File: src/design/httpdf_pkg.sv
package httpdf_pkg;

	// width of the length, remaining and chunk size counters
	localparam int COUNT_BITS = 32;

	// parser phase
	localparam logic [2:0] PH_STATUS  = 3'd0;
	localparam logic [2:0] PH_HEADERS = 3'd1;
	localparam logic [2:0] PH_BODY    = 3'd2;
	localparam logic [2:0] PH_CSIZE   = 3'd3;
	localparam logic [2:0] PH_CDATA   = 3'd4;
	localparam logic [2:0] PH_DONE    = 3'd5;
	localparam logic [2:0] PH_ERROR   = 3'd6;

	// body framing
	localparam logic [1:0] KIND_CLOSE = 2'd0;
	localparam logic [1:0] KIND_LEN   = 2'd1;
	localparam logic [1:0] KIND_CHUNK = 2'd2;

	// number scanner
	localparam logic [1:0] NP_SKIP   = 2'd0;
	localparam logic [1:0] NP_DIGITS = 2'd1;
	localparam logic [1:0] NP_STOP   = 2'd2;

	localparam logic [7:0] CH_CR = 8'h0D;
	localparam logic [7:0] CH_LF = 8'h0A;

	localparam int HTTP_LEN = 7;
	localparam int CL_LEN   = 16;
	localparam int TE_LEN   = 26;

	localparam logic [HTTP_LEN*8-1:0] TAG_HTTP = "HTTP/1.";
	localparam logic [CL_LEN*8-1:0]   TAG_CL   = "Content-Length: ";
	localparam logic [TE_LEN*8-1:0]   TAG_TE   = "Transfer-Encoding: chunked";

	typedef struct packed {
		logic [7:0] rx_byte;
		logic       conn_closed;
	} in_t;

	typedef struct packed {
		logic        body_valid;
		logic [7:0]  body_byte;
		logic        status_valid;
		logic [15:0] status_code;
		logic        done_res;
		logic        error;
	} out_t;

endpackage

File: src/design/http_response_deframer_unit.sv
// HTTP/1.x response deframer.
// Input channel (in_valid/in_ready/in_data): one word per response byte, or a
// word with conn_closed set when the peer closed or the receive path failed.
// Result channel (res_valid/res_ready/res_data): exactly one word per input
// word, carrying an optional decoded body byte (chunk framing removed), the
// status code once the status line is accepted, and sticky done/error flags.
// The result for a byte is registered in the result register when the byte is
// taken. Throughput: one byte per cycle while res_ready is high, set by the
// single register stage holding the parser state and the result.
// Reset puts the parser at the start of a status line with everything
// cleared and the result register empty.
// If the receiver stalls, the result waits in its register and in_ready
// drops until it is taken; a taken result frees the register in the same
// cycle a new byte is accepted, so there are no bubbles while res_ready is
// high. After done or error every further byte still gives a result word,
// with no body byte.
module http_response_deframer_unit (
	input  logic               clk,
	input  logic               arst_n,
	input  logic               in_valid,
	output logic               in_ready,
	input  httpdf_pkg::in_t    in_data,
	output logic               res_valid,
	input  logic               res_ready,
	output httpdf_pkg::out_t   res_data
);
	import httpdf_pkg::*;

	localparam int CB = COUNT_BITS;

	typedef struct packed {
		logic [1:0]    np;
		logic [CB-1:0] acc;
	} feed_t;

	logic [2:0]    phase_q;
	logic [1:0]    kind_q;
	logic [4:0]    pos_q;
	logic [1:0]    flags_q;
	logic [1:0]    np_q;
	logic          pcr_q;
	logic [15:0]   status_q;
	logic [CB-1:0] len_q;
	logic [CB-1:0] rem_q;
	logic [CB-1:0] csz_q;
	logic          status_ok_q;

	logic [2:0]    phase_d;
	logic [1:0]    kind_d;
	logic [4:0]    pos_d;
	logic [1:0]    flags_d;
	logic [1:0]    np_d;
	logic          pcr_d;
	logic [15:0]   status_d;
	logic [CB-1:0] len_d;
	logic [CB-1:0] rem_d;
	logic [CB-1:0] csz_d;
	logic          status_ok_d;
	logic          bv_d;
	out_t          res_d;

	logic          res_valid_q;
	out_t          res_data_q;
	logic          in_acc;

	function automatic logic is_ws(input logic [7:0] c);
		return (c == 8'h20) || (c >= 8'h09 && c <= 8'h0D);
	endfunction

	function automatic logic [7:0] http_ch(input logic [4:0] p);
		logic [7:0] r;
		r = 8'h00;
		if (int'(p) < HTTP_LEN)
			r = TAG_HTTP[8*(HTTP_LEN-1-int'(p)) +: 8];
		return r;
	endfunction

	function automatic logic [7:0] cl_ch(input logic [4:0] p);
		logic [7:0] r;
		r = 8'h00;
		if (int'(p) < CL_LEN)
			r = TAG_CL[8*(CL_LEN-1-int'(p)) +: 8];
		return r;
	endfunction

	function automatic logic [7:0] te_ch(input logic [4:0] p);
		logic [7:0] r;
		r = 8'h00;
		if (int'(p) < TE_LEN)
			r = TAG_TE[8*(TE_LEN-1-int'(p)) +: 8];
		return r;
	endfunction

	function automatic logic [4:0] pos_inc(input logic [4:0] p);
		return (p == 5'd31) ? p : p + 5'd1;
	endfunction

	// one digit step of a saturating decimal/hex scanner
	function automatic feed_t num_feed(input logic [1:0] np, input logic [CB-1:0] acc,
			input logic [CB-1:0] maxv, input logic hex, input logic [7:0] c);
		feed_t         r;
		logic          dv;
		logic [3:0]    d;
		logic [CB+3:0] ext;
		logic [CB+3:0] prod;
		logic [CB+3:0] sum;
		r.np = np;
		r.acc = acc;
		dv = 1'b0;
		d = 4'd0;
		if (c >= "0" && c <= "9") begin
			dv = 1'b1;
			d = c[3:0];
		end else if (hex && ((c >= "a" && c <= "f") || (c >= "A" && c <= "F"))) begin
			dv = 1'b1;
			d = c[3:0] + 4'd9;
		end
		ext = {4'b0000, acc};
		prod = hex ? (ext << 4) : ((ext << 3) + (ext << 1));
		sum = prod + {{CB{1'b0}}, d};
		if (np == NP_STOP) begin
			r.np = np;
		end else if (np == NP_SKIP && is_ws(c)) begin
			r.np = np;
		end else if (!dv) begin
			r.np = NP_STOP;
		end else begin
			r.np = NP_DIGITS;
			r.acc = (sum > {4'b0000, maxv}) ? maxv : sum[CB-1:0];
		end
		return r;
	endfunction

	always_comb begin
		logic [7:0] c;
		feed_t      f;
		c = in_data.rx_byte;
		f = '0;
		phase_d = phase_q;
		kind_d = kind_q;
		pos_d = pos_q;
		flags_d = flags_q;
		np_d = np_q;
		pcr_d = pcr_q;
		status_d = status_q;
		len_d = len_q;
		rem_d = rem_q;
		csz_d = csz_q;
		status_ok_d = status_ok_q;
		bv_d = 1'b0;

		if (phase_q == PH_DONE || phase_q >= PH_ERROR) begin
			phase_d = phase_q;
		end else if (in_data.conn_closed) begin
			phase_d = (phase_q == PH_BODY && kind_q == KIND_CLOSE) ? PH_DONE : PH_ERROR;
		end else begin
			unique case (phase_q) inside
				PH_STATUS, PH_HEADERS: begin
					if (c == CH_LF) begin
						// end of line; a held CR is dropped
						if (phase_q == PH_STATUS) begin
							if (flags_q[0] && pos_q >= 5'd7) begin
								status_ok_d = 1'b1;
								phase_d = PH_HEADERS;
							end else begin
								phase_d = PH_ERROR;
							end
						end else if (pos_q == 5'd0) begin
							if (kind_q == KIND_CHUNK) begin
								phase_d = PH_CSIZE;
								csz_d = '0;
							end else if (kind_q == KIND_LEN) begin
								rem_d = len_q;
								phase_d = (len_q == '0) ? PH_DONE : PH_BODY;
							end else begin
								phase_d = PH_BODY;
							end
						end else if (flags_q[1] && pos_q == 5'd26) begin
							kind_d = KIND_CHUNK;
						end
						pos_d = '0;
						flags_d = 2'b11;
						np_d = NP_SKIP;
						pcr_d = 1'b0;
					end else begin
						// held CR not followed by LF is an ordinary byte; it never
						// matches a tag and never feeds a digit
						if (pcr_q) begin
							if (phase_q == PH_STATUS) begin
								if (pos_d < 5'd7)
									flags_d[0] = 1'b0;
								if (pos_d >= 5'd9 && np_d == NP_DIGITS)
									np_d = NP_STOP;
							end else begin
								if (pos_d < 5'd16)
									flags_d[0] = 1'b0;
								else if (flags_d[0] && np_d == NP_DIGITS)
									np_d = NP_STOP;
								flags_d[1] = 1'b0;
							end
							pos_d = pos_inc(pos_d);
						end
						pcr_d = (c == CH_CR);
						if (c != CH_CR) begin
							if (phase_q == PH_STATUS) begin
								if (pos_d < 5'd7 && c != http_ch(pos_d))
									flags_d[0] = 1'b0;
								if (pos_d >= 5'd9) begin
									f = num_feed(np_d, {{(CB-16){1'b0}}, status_d},
										{{(CB-16){1'b0}}, 16'hFFFF}, 1'b0, c);
									np_d = f.np;
									status_d = f.acc[15:0];
								end
							end else begin
								if (pos_d < 5'd16) begin
									if (c != cl_ch(pos_d)) begin
										flags_d[0] = 1'b0;
									end else if (pos_d == 5'd15 && flags_d[0]) begin
										kind_d = KIND_LEN;
										len_d = '0;
										np_d = NP_SKIP;
									end
								end else if (flags_d[0]) begin
									f = num_feed(np_d, len_d, {CB{1'b1}}, 1'b0, c);
									np_d = f.np;
									len_d = f.acc;
								end
								if (pos_d >= 5'd26 || c != te_ch(pos_d))
									flags_d[1] = 1'b0;
							end
							pos_d = pos_inc(pos_d);
						end
					end
				end
				PH_BODY: begin
					bv_d = 1'b1;
					if (kind_q != KIND_CLOSE) begin
						if (rem_q != '0)
							rem_d = rem_q - {{(CB-1){1'b0}}, 1'b1};
						if (rem_q <= {{(CB-1){1'b0}}, 1'b1})
							phase_d = PH_DONE;
					end
				end
				PH_CSIZE: begin
					// an LF early in the line is the tail of the previous chunk
					if (c == CH_LF && pos_q >= 5'd2) begin
						if (csz_q == '0) begin
							phase_d = PH_DONE;
						end else begin
							rem_d = csz_q;
							phase_d = PH_CDATA;
						end
						pos_d = '0;
						flags_d = 2'b11;
						np_d = NP_SKIP;
						pcr_d = 1'b0;
					end else begin
						f = num_feed(np_q, csz_q, {CB{1'b1}}, 1'b1, c);
						np_d = f.np;
						csz_d = f.acc;
						pos_d = pos_inc(pos_q);
					end
				end
				PH_CDATA: begin
					bv_d = 1'b1;
					if (rem_q != '0)
						rem_d = rem_q - {{(CB-1){1'b0}}, 1'b1};
					if (rem_q <= {{(CB-1){1'b0}}, 1'b1}) begin
						phase_d = PH_CSIZE;
						csz_d = '0;
						pos_d = '0;
						flags_d = 2'b11;
						np_d = NP_SKIP;
						pcr_d = 1'b0;
					end
				end
				default: begin
					phase_d = phase_q;
				end
			endcase
		end

		res_d.body_valid = bv_d;
		res_d.body_byte = bv_d ? c : 8'h00;
		res_d.status_valid = status_ok_d;
		res_d.status_code = status_ok_d ? status_d : 16'h0000;
		res_d.done_res = (phase_d == PH_DONE);
		res_d.error = (phase_d >= PH_ERROR);
	end

	assign in_ready = !res_valid_q || res_ready;
	assign in_acc = in_valid && in_ready;

	always_ff @(posedge clk or negedge arst_n) begin
		if (!arst_n) begin
			phase_q <= PH_STATUS;
			kind_q <= KIND_CLOSE;
			pos_q <= '0;
			flags_q <= 2'b11;
			np_q <= NP_SKIP;
			pcr_q <= 1'b0;
			status_q <= '0;
			len_q <= '0;
			rem_q <= '0;
			csz_q <= '0;
			status_ok_q <= 1'b0;
			res_valid_q <= 1'b0;
		end else begin
			if (in_acc) begin
				phase_q <= phase_d;
				kind_q <= kind_d;
				pos_q <= pos_d;
				flags_q <= flags_d;
				np_q <= np_d;
				pcr_q <= pcr_d;
				status_q <= status_d;
				len_q <= len_d;
				rem_q <= rem_d;
				csz_q <= csz_d;
				status_ok_q <= status_ok_d;
				res_valid_q <= 1'b1;
			end else if (res_ready) begin
				res_valid_q <= 1'b0;
			end
		end
	end

	always_ff @(posedge clk) begin
		if (in_acc)
			res_data_q <= res_d;
	end

	assign res_valid = res_valid_q;
	assign res_data = res_data_q;

`ifndef SYNTH
	a_error_sticky: assert property (@(posedge clk) disable iff (!arst_n)
		phase_q == PH_ERROR |=> phase_q == PH_ERROR)
		else $error("error phase left");

	a_done_sticky: assert property (@(posedge clk) disable iff (!arst_n)
		phase_q == PH_DONE |=> phase_q == PH_DONE)
		else $error("done phase left");

	a_body_after_status: assert property (@(posedge clk) disable iff (!arst_n)
		(phase_q == PH_BODY || phase_q == PH_CSIZE || phase_q == PH_CDATA) |-> status_ok_q)
		else $error("body phase without accepted status line");

	a_res_flags: assert property (@(posedge clk) disable iff (!arst_n)
		res_valid_q |-> !(res_data_q.done_res && res_data_q.error)
			&& !(res_data_q.body_valid && !res_data_q.status_valid))
		else $error("inconsistent result flags");
`endif

endmodule
File: config.mk
export PLATFORM = sky130hd
export DESIGN_NAME = http_response_deframer_unit
export DESIGN_NICKNAME = d
export VERILOG_FILES = /design/src/design/httpdf_pkg.sv /design/src/design/http_response_deframer_unit.sv
export SDC_FILE = /design/constraint.sdc
export NUM_CORES = 1
export LEC_CHECK = 0
export ABC_CLOCK_PERIOD_IN_PS = 4800
export BUFFER_PORTS_ARGS = -buffer_cell sky130_fd_sc_hd__buf_2
export CAP_MARGIN = 20
export CORE_AREA = 5 5 138 167
export DETAILED_ROUTE_END_ITERATION = 10
export DIE_AREA = 0 0 143 172
export PLACE_DENSITY = 0.81
export SYNTH_ARGS = -nofsm -noshare
export SYNTH_HDL_FRONTEND = slang
export SYNTH_SLANG_ARGS = --single-unit
File: constraint.sdc
create_clock -name clk -period 4.8 [get_ports clk]
set_input_delay 0.96 -clock clk [delete_from_list [all_inputs] [get_ports clk]]
set_output_delay 0.96 -clock clk [all_outputs]
set_load 0.1 [all_outputs]
==> results of run 1 <==
what timing repair did:
item / 4_1_cts / 5_1_grt
setup buffers: 0 / 7
endpoints found under the setup margin: 0 / 64
gates resized for setup: 0 / 20
through the flow:
stage	worst slack [ns]	cells	setup TNS, ns
6_report	0.0399	1945	0
5_1_grt	-0.122	1945	-0.492
4_1_cts	0.0370	1937	0
3_5_place_dp	-0.400	1905	-19.18
3_3_place_gp	-0.307	1905	-12.11
2_1_floorplan	-0.259	1620	-4.86
final timing paths:
check | endpoint | slack [ns] | cells past startpoint
setup / recovery | res_data[16] | 0.04 | 19
hold / removal | rem_q[28] | 0.50 | 2
setup reg to reg | len_q[28] | 0.33 | 13
hold reg to reg | rem_q[28] | 0.50 | 2
max in group asynchronous | rem_q[16] | 3.16 | 2
min in group asynchronous | status_q[0] | 0.66 | 1
sequential cells by signal, indices dropped and copies added (netlist names):
register     cells
res_data        28
status_ok_q      1
csz_q           32
pos_q            5
pcr_q            1
np_q             2
phase_q          3
status_q        16
rem_q           32
kind_q           2
flags_q          2
len_q           32
res_valid        1
cells in the mapped netlist (17+ instances only):
master	number	area share, %
nand3_1	42	1.6
nor4_1	31	1.5
ha_1	111	10
o21ai_0	193	7.3
a21oi_2	29	1.9
a21o_1	28	1.6
xnor2_1	31	2.0
nand2_1	114	3.2
nor2_1	152	4.3
edfxtp_1	28	6.3
clkbuf_1	87	2.5
nand4_1	18	0.85
nor3_1	51	1.9
xor2_1	19	1.2
a21oi_1	140	5.3
dfrtp_1	127	24
inv_1	35	0.99
a222oi_1	17	1.3
a31oi_1	40	1.9
layout make-up:
type                            instances  area (µm²)
Multi-Input combinational cell       1312        8880
Clock buffer                           23         500
Inverter                               40         165
Tap cell                              274         343
Clock inverter                          9        96.3
Fill cell                            1674        6350
Sequential cell                       157        4070
Timing Repair Buffer                  130         927
power breakdown:
group / total [mW] / leakage (nW) / internal, mW / switching, mW
clock: 1.37 / 0.287 / 0.798 / 0.573
combinational: 3.46 / 4.27 / 1.20 / 2.26
sequential: 1.97 / 2.03 / 1.62 / 0.351
total: 6.80 / 6.58 / 3.62 / 3.19
worst max-delay path: cells and delay by family:
| family | cells | cell delay, ns |
|---|---|---|
| and+or+nand+nor | 5 | 0.84 |
| buffers and inverters | 2 | 0.17 |
| adders and majority gates | 3 | 0.93 |
| AOI/OAI and AO/OA | 9 | 2.04 |
per-layer routing:
layer	vias up	share of wire, %	global-route usage, %
li1	6203	-	-
met1	6270	40	39.4
met2	627	50	53.9
met3	123	6.8	4.01
met4	0	3.9	13.1
met5	-	0	0
cell families (layout without fill, tap and decap cells):
family	after synthesis	after routing	synth area share, %
XOR/XNOR	50	50	3.29
flip-flops	157	157	30.6
AO/OA/AOI/OAI	615	615	30.0
AND/OR/NAND/NOR	521	521	19.4
buffers and inverters	151	202	4.78
adder cells (fa/ha/maj)	115	115	11.0
multiplexers	11	11	0.967
==> impl_metrics.py, run 1 <==
metrics = {
    "clock_network": {
        "clk_pin_slew_ns": 0.07,
        "cts_hold_buf": 0,
        "cts_tree": "built",
        "clock-root-buffer": "clkbuf_16",
        "cts_htree_levels": 4,
        "clk_latency_ns": 0.44,
        "cts_made_buffers": 17,
        "cts_sinks": 157,
        "cts_buffer_depth": 2,
    },
    "final_layout": {
        "final_cell_mix": "189 x o21ai_0, 150 x nor2_1, 127 x dfrtp_1",
        "final_util_pct": 70.2,
        "final_area_um2": 15000,
        "syn2layout_area_growth_pct": 12.5,
        "drive_gt1_share_pct": 16.6,
        "diodes": 0,
        "final_common_cell": "o21ai_0",
        "nets": 1786,
    },
    "run": {
        "maxCapViolCount": 0,
    },
    "drt": {
        "drt_iter0_markers": 1627,
        "route.detailed.wl_per_inst_um": 20.0,
        "wl_mm": 38.8,
        "ant_nets": 0,
        "firstDrtPassIters": 6,
        "remaining_drc_errors": 0,
        "vias": 13200,
        "vias_per_cell": 6.80,
    },
    "timing": {
        "fin_crit_sh_pct": 99.2,
        "tightest_slew_ns": 0.953,
        "finalHoldViolCount": 0,
        "slew_viol_final": 0,
        "slew_headroom_pct": 35.6,
        "fin_skew_ns": 0.0131,
        "period_minus_slack_ns": 4.76,
        "rsz0062_at_grt": "true",
        "final-setup-viol-count": 0,
        "fmax_ghz": 0.210,
        "whs_ns": 0.504,
    },
    "setup_path": {
        "cp_max_fo": 6,
        "r2r_start": "pos_q[1]",
        "critPathKind": "in -> reg",
        "path_cells": "buf_8, inv_8, ha_4, nor2_4, o21ai_2, and4_4, and2_4, fa_1, ha_1, a21o_1, a21oi_2, o21bai_1, o41a_1, a211oi_2, nor2_1, o41a_1, o31a_1, nor3_2, a211oi_2",
        "start_kind": "input pin",
        "cp.arrival_ns": 4.92,
        "crit_path_max_incr_delay_ns": 0.45,
        "end_kind": "flop",
        "crit_required_ns": 4.96,
        "cpMaxStageDelayCell": "fa_1",
        "startpoint": "in_data[2]",
    },
    "die": {
        "fp.coreArea_um2": 21300,
        "io_pins": 43,
        "dieWidth_um": 143,
        "initial_core_util_pct": 62.4,
        "core.rowCount": 59,
        "die_height_um": 172,
        "dieArea_um2": 24600,
    },
    "grt": {
        "antenna_found_initial": 0,
        "overflow": 0,
        "grt_pass1_wl_mm": 63.1,
        "grt_start_max_net_pins": 98,
        "grt_pass1_vias": 12600,
        "track_usage_pct": 31.2,
    },
    "hold_path": {
        "holdCritPathClass": "reg -> reg",
        "min_from": "rem_q[28]",
    },
    "yosys": {
        "ys_types": 92,
        "syn_avg_cell_area_um2": 8.22,
        "yosys_most_used_dff": "dfrtp_1",
        "async_flop_share_pct": 82.2,
        "syn_nets": 1748,
        "synthCells": 1620,
        "synth-seq-cells": 157,
        "ys_warn_count": 0,
        "syn_area_um2": 13300,
        "synth_edf_count": 28,
        "synth-seq-area-share_pct": 30.6,
    },
    "power_and_ir_drop": {
        "p_leak_nw": 6.58,
        "finalPower_mw": 6.80,
        "peakVddDrop_mv": 0.306,
        "power.density_nw_per_um2": 454,
    },
    "status": {
        "status": "finished clean",
    },
    "place": {
        "placed_area_um2": 14300,
        "port_buffers": 42,
        "place.gp.congestion": 0.938,
        "dp_hpwl_mm": 27.5,
    },
}
No activity file was read; power rests on OpenSTA's default activity.
==> run 2: changes to the inputs <==
--- a/config.mk
+++ b/config.mk
@@ -8,10 +8,12 @@
 export ABC_CLOCK_PERIOD_IN_PS = 4800
 export BUFFER_PORTS_ARGS = -buffer_cell sky130_fd_sc_hd__buf_2
 export CAP_MARGIN = 20
-export CORE_AREA = 5 5 138 167
+export CELL_PAD_IN_SITES_DETAIL_PLACEMENT = 1
+export CELL_PAD_IN_SITES_GLOBAL_PLACEMENT = 1
+export CORE_AREA = 5 5 157 189
 export DETAILED_ROUTE_END_ITERATION = 10
-export DIE_AREA = 0 0 143 172
-export PLACE_DENSITY = 0.81
+export DIE_AREA = 0 0 162 194
+export PLACE_DENSITY_LB_ADDON = 0.1
 export SYNTH_ARGS = -nofsm -noshare
 export SYNTH_HDL_FRONTEND = slang
 export SYNTH_SLANG_ARGS = --single-unit
==> run 2 against run 1 <==
Effect of this change:
- combinational power increased by 3%
- count of clock-buffer cells in the layout decreased by 3
- clock power increased by 9%
- critical path type unchanged
- critical endpoint is now len_q[6]
- largest cell class unchanged
- largest power group unchanged
- highest routed layer unchanged
==> impl_metrics.py, run 2 (same netlist as run 1, synthesis figures left out) <==
metrics = {
    "status": {
        "status": "finished clean",
    },
    "power_and_ir_drop": {
        "finalPower_mw": 7.08,
        "p_leak_nw": 6.69,
        "peakVddDrop_mv": 0.270,
        "power.density_nw_per_um2": 464,
    },
    "final_layout": {
        "final_common_cell": "o21ai_0",
        "drive_gt1_share_pct": 17.9,
        "nets": 1798,
        "final_cell_mix": "189 x o21ai_0, 150 x nor2_1, 127 x dfrtp_1",
        "final_area_um2": 15300,
        "top_regs": "csz_q (32), len_q (32), rem_q (32)",
        "fillers": 3305,
        "syn2layout_area_growth_pct": 14.6,
        "register_area_um2": 4070,
        "diodes": 0,
        "multi_input_area_um2": 8930,
    },
    "drt": {
        "vias_per_cell": 6.61,
        "drt_iter0_markers": 1029,
        "ant_nets": 0,
        "vias": 13400,
        "route.detailed.wl_per_inst_um": 23.2,
        "firstDrtPassIters": 6,
        "wl_mm": 47.1,
        "remaining_drc_errors": 0,
    },
    "clock_network": {
        "clock-root-buffer": "clkbuf_16",
        "clk_latency_ns": 0.44,
        "cts_made_buffers": 17,
        "cts_htree_levels": 4,
        "cts_sinks": 157,
        "cts_tree": "built",
        "cts_buffer_depth": 2,
        "clk_pin_slew_ns": 0.06,
        "cts_hold_buf": 0,
    },
    "place": {
        "dp_hpwl_mm": 33.4,
        "dp_slack_ns": -0.483,
        "place.gp.congestion": 0.922,
        "placed_area_um2": 14500,
        "port_buffers": 42,
    },
    "die": {
        "core.rowCount": 67,
        "fp.coreArea_um2": 27700,
        "initial_core_util_pct": 48.2,
        "die_height_um": 194,
        "dieArea_um2": 31400,
        "dieWidth_um": 162,
        "io_pins": 43,
    },
    "grt": {
        "antenna_found_initial": 0,
        "grt_pass1_wl_mm": 75.7,
        "grt_start_max_net_pins": 58,
        "track_usage_pct": 29.4,
        "grt_pass1_vias": 13800,
        "overflow": 0,
    },
    "setup_path": {
        "cpMaxStageDelayCell": "fa_1",
        "end_kind": "flop",
        "start_kind": "input pin",
        "cp.buffers_inverters": 5,
        "crit_path_max_incr_delay_ns": 0.44,
        "cp.arrival_ns": 5.00,
        "rr_worst_depth": 15,
        "cp_max_fo": 7,
        "path_cells": "buf_2, inv_6, ha_4, nor2_2, o21ai_1, and4_4, and2_4, fa_1, buf_4, ha_1, a21o_1, nand4_1, nand2_1, a31oi_2, o31a_1, a21oi_2, o31ai_2, mux2i_2, nor4b_4, buf_4, clkbuf_16, a21oi_2",
        "r2r_end": "status_q[10]",
        "crit_family": "compound AO/OA/AOI/OAI gates",
        "rrSetupSlack_ns": 0.33,
        "startpoint": "in_data[2]",
        "cp.depth": 22,
        "cp-endpoint": "len_q[6]",
        "critPathKind": "in -> reg",
        "r2r_start": "pos_q[0]",
        "crit_required_ns": 5.12,
    },
    "timing": {
        "timing.final.ws_setup_ns": 0.120,
        "period_minus_slack_ns": 4.68,
        "fmax_ghz": 0.214,
        "final-setup-viol-count": 0,
        "fin_crit_sh_pct": 97.5,
        "tightest_slew_ns": 0.971,
        "rsz0062_at_grt": "true",
        "whs_ns": 0.496,
        "fin_skew_ns": 0.00743,
        "slew_viol_final": 0,
        "finalHoldViolCount": 0,
        "setup_tns_ns": 0,
        "slew_headroom_pct": 34.7,
    },
    "run": {
        "maxCapViolCount": 0,
    },
    "hold_path": {
        "holdCritPathClass": "in -> async",
    },
}
[run 2: metrics by stage]
step                      instances  utilization, %
after floorplan                1620               -
after CTS                      2026            54.8
after global placement         1989            52.3
final                          2028            55.2
after detailed placement       1989            52.3
after global routing           2028            55.2
[run 2: timing repair]
action / 4_1_cts / 5_1_grt
gates resized for setup: 5 / 17
endpoints found under the setup margin: 51 / 58
gates cloned: 1 / 1
buffers inserted: 4 / 1
pin swaps: 7 / 12
[run 2: worst min path at each step]
| stage | slack, ns | to | cells past startpoint | startpoint |
|---|---|---|---|---|
| after floorplan | 0.43 | status_ok_q | 1 | status_ok_q |
| after global placement | 0.44 | status_ok_q | 1 | status_ok_q |
| after detailed placement | 0.49 | status_ok_q | 1 | status_ok_q |
| after CTS | 0.50 | status_ok_q | 1 | status_ok_q |
| after global routing | 0.50 | status_ok_q | 1 | status_ok_q |
| final | 0.50 | pos_q[3] | 1 | arst_n |
[run 2: metal layers]
layer  GRT usage [%]  part of all wire [%]
met1            38.5                    42
met2            51.2                    51
met3            3.34                   4.6
met4            8.09                   2.3
met5               0                     0
[run 2: power breakdown]
part,internal [mW],switching [mW]
logic,1.21,2.36
clock network,0.893,0.605
registers,1.62,0.394
total,3.72,3.36
[run 2: area by class of cell]
class / instances / share of cell area [%]
multi-input combinational: 1312 / 58.5
sequential: 157 / 26.7
timing repair buffer: 142 / 6.82
clock buffer: 20 / 2.93
tap: 345 / 2.83
clock inverter: 12 / 1.19
inverter: 40 / 1.07
==> run 3: changes to the inputs <==
--- a/config.mk
+++ b/config.mk
@@ -11,8 +11,10 @@
 export CELL_PAD_IN_SITES_DETAIL_PLACEMENT = 1
 export CELL_PAD_IN_SITES_GLOBAL_PLACEMENT = 1
 export CORE_AREA = 5 5 157 189
+export CTS_CLUSTER_SIZE = 40
 export DETAILED_ROUTE_END_ITERATION = 10
 export DIE_AREA = 0 0 162 194
+export GPL_TIMING_DRIVEN = 0
 export PLACE_DENSITY_LB_ADDON = 0.1
 export SYNTH_ARGS = -nofsm -noshare
 export SYNTH_HDL_FRONTEND = slang
==> run 3 against run 2 <==
Effect of this change:
- the flow now finishes with violations (negative setup slack)
- clock skew is 0.010 ns higher
- power is 0.24% lower
- core utilization is 0.95 points higher
- setup slack worse by 0.30 ns
- critical endpoint is now res_data[9]
==> impl_metrics.py, run 3 (same netlist as run 1, synthesis figures left out) <==
metrics = {
    "drt": {
        "drt_iter0_markers": 1085,
        "route.detailed.wl_per_inst_um": 24.7,
        "firstDrtPassIters": 5,
        "vias": 14100,
        "remaining_drc_errors": 0,
        "wl_mm": 51.4,
        "ant_nets": 0,
        "vias_per_cell": 6.77,
    },
    "setup_path": {
        "cp_max_fo": 6,
        "end_kind": "flop",
        "path_cells": "buf_12, clkbuf_16, inv_12, ha_4, nor2_2, o21ai_1, and4_1, and2_4, fa_1, ha_1, a21o_1, a21oi_2, o21bai_2, o41a_1, a211oi_2, nor2_2, o41a_1, o31a_4, nor3_2, a211oi_1",
        "start_kind": "input pin",
        "critPathKind": "in -> reg",
        "cp.buffers_inverters": 3,
        "crit_family": "compound AO/OA/AOI/OAI gates",
        "cpMaxStageDelayCell": "o41a_1",
        "cp.arrival_ns": 5.12,
        "crit_path_max_incr_delay_ns": 0.48,
        "crit_required_ns": 4.94,
    },
    "power_and_ir_drop": {
        "power_frac_comb_pct": 53.6,
        "swShare_pct": 49.8,
        "pwr-share-clk_pct": 18.6,
        "seqPwrFrac_pct": 27.8,
        "p_leak_nw": 6.65,
        "p_switching_mw": 3.52,
        "power.density_nw_per_um2": 455,
        "finalPower_mw": 7.06,
        "peakVddDrop_mv": 0.230,
        "p_int_mw": 3.54,
    },
    "timing": {
        "timing.final.ws_setup_ns": -0.179,
        "slew_viol_final": 0,
        "final-setup-viol-count": 56,
        "finalHoldViolCount": 0,
        "tightest_slew_ns": 1.09,
        "slew_headroom_pct": 26.6,
        "fmax_ghz": 0.201,
        "setup_tns_ns": -2.68,
        "whs_ns": 0.450,
        "fin_crit_sh_pct": 104,
        "fin_skew_ns": 0.0179,
        "rsz0062_at_grt": "true",
        "period_minus_slack_ns": 4.98,
    },
    "status": {
        "status": "finished with violations",
        "violations": "negative setup slack",
    },
    "clock_network": {
        "cts_sinks": 157,
        "cts_made_buffers": 17,
        "cts_tree": "built",
        "clock-root-buffer": "clkbuf_16",
        "clk_pin_slew_ns": 0.08,
        "cts_htree_levels": 4,
        "cts_buffer_depth": 2,
        "clk_latency_ns": 0.45,
    },
    "final_layout": {
        "top_regs": "csz_q (32), len_q (32), rem_q (32)",
        "drive_gt1_share_pct": 16.5,
        "layout.cells.non_filler": 2080,
        "fillers": 3351,
        "register_area_um2": 4070,
        "diodes": 0,
        "final_cell_mix": "187 x o21ai_0, 149 x nor2_1, 127 x dfrtp_1",
        "multi_input_area_um2": 9030,
        "nets": 1850,
        "syn2layout_area_growth_pct": 16.5,
        "final_common_cell": "o21ai_0",
    },
    "place": {
        "port_buffers": 40,
        "dp_hpwl_mm": 36.3,
        "place.gp.congestion": 0.956,
        "dp.cells": 2008,
    },
    "run": {
        "maxCapViolCount": 0,
    },
    "die": {
        "core.rowCount": 67,
        "fp.coreArea_um2": 27700,
        "dieArea_um2": 31400,
        "die_height_um": 194,
        "dieWidth_um": 162,
        "initial_core_util_pct": 48.2,
        "io_pins": 43,
    },
    "grt": {
        "grt_pass1_vias": 14600,
        "track_usage_pct": 31.2,
        "grt_start_max_net_pins": 88,
        "grt_pass1_wl_mm": 79.7,
        "overflow": 0,
        "antenna_found_initial": 0,
    },
    "hold_path": {
        "holdCritPathClass": "in -> async",
    },
}
run 3: cell types whose count changed in the layout (fill, tap and decap cells not counted), sizes merged:
cell | previous run | this run
buf | 140 | 111
bufbuf | 1 | 0
bufinv | 4 | 1
clkbuf | 21 | 104
clkdlybuf4s18 | 0 | 1
clkinv | 3 | 4
run 3: repair_timing:
item                                    CTS  global route
endpoints found under the hold margin     0             0
hold buffers                              0             0
endpoints found under the setup margin   66            66
setup buffers                            31            10
pin swaps                                24            19
gates resized for setup                  37            43
gates cloned                              1             3
run 3: worst register-to-register path: stages (launching register included):
cell and delay, ns:
dfrtp_1 0.41, ha_1 0.21, buf_6 0.14, nand4_2 0.23
nand3_1 0.21, and2_1 0.22, buf_6 0.14, inv_2 0.09
clkbuf_2 0.27, clkbuf_2 0.32, ha_1 0.20, a211oi_1 0.06
o21ai_1 0.38, and3_1 0.57, inv_1 0.16, nor2_1 0.31
clkbuf_2 0.35, nor2_1 0.13, a31oi_1 0.25
run 3: worst paths after layout:
kind	to	cells after the start	start	slack [ns]
max	res_data[9]	20	in_data[1]	-0.18
min reg2reg	status_ok_q	1	status_ok_q	0.50
min	pcr_q	1	arst_n	0.45
max reg2reg	status_q[3]	18	pos_q[1]	0.03
min in group clk	status_ok_q	1	status_ok_q	0.50
max in group asynchronous	csz_q[9]	2	arst_n	3.49
run 3: cell type report:
class / instances / area share, %
clock inverter: 10 / 0.572
sequential: 157 / 26.2
timing repair buffer: 88 / 4.62
multi-input combinational: 1312 / 58.2
tap: 345 / 2.78
clock buffer: 22 / 2.93
inverter: 40 / 1.13
buffer: 106 / 3.59
run 3: layer usage:
metal | routed length [µm] | vias to the layer above | GRT usage, %
li1 | - | 6318 | -
met1 | 21000 | 7117 | 39.3
met2 | 25900 | 515 | 54.5
met3 | 2680 | 136 | 4.34
met4 | 1890 | 0 | 11.3
met5 | 0 | - | 0
run 3: through the flow:
step | cell area (µm²) | utilization (%) | worst slack (ns)
floorplan | 13600 | - | -0.259
global placement | 14300 | 51.6 | -1.16
detailed placement | 14400 | 51.9 | -1.31
CTS | 15300 | 55.2 | -0.178
global route | 15500 | 56.1 | -0.306
finish | 15500 | 56.1 | -0.179
run 3: power groups by stage:
stage / logic (mW) / registers (mW) / clock network (mW)
floorplan: 2.48 / 1.98 / 0
global placement: 3.53 / 1.94 / 0
detailed placement: 3.64 / 1.96 / 0
CTS: 3.69 / 1.94 / 1.32
global route: 4.09 / 1.99 / 1.39
finish: 3.78 / 1.96 / 1.32
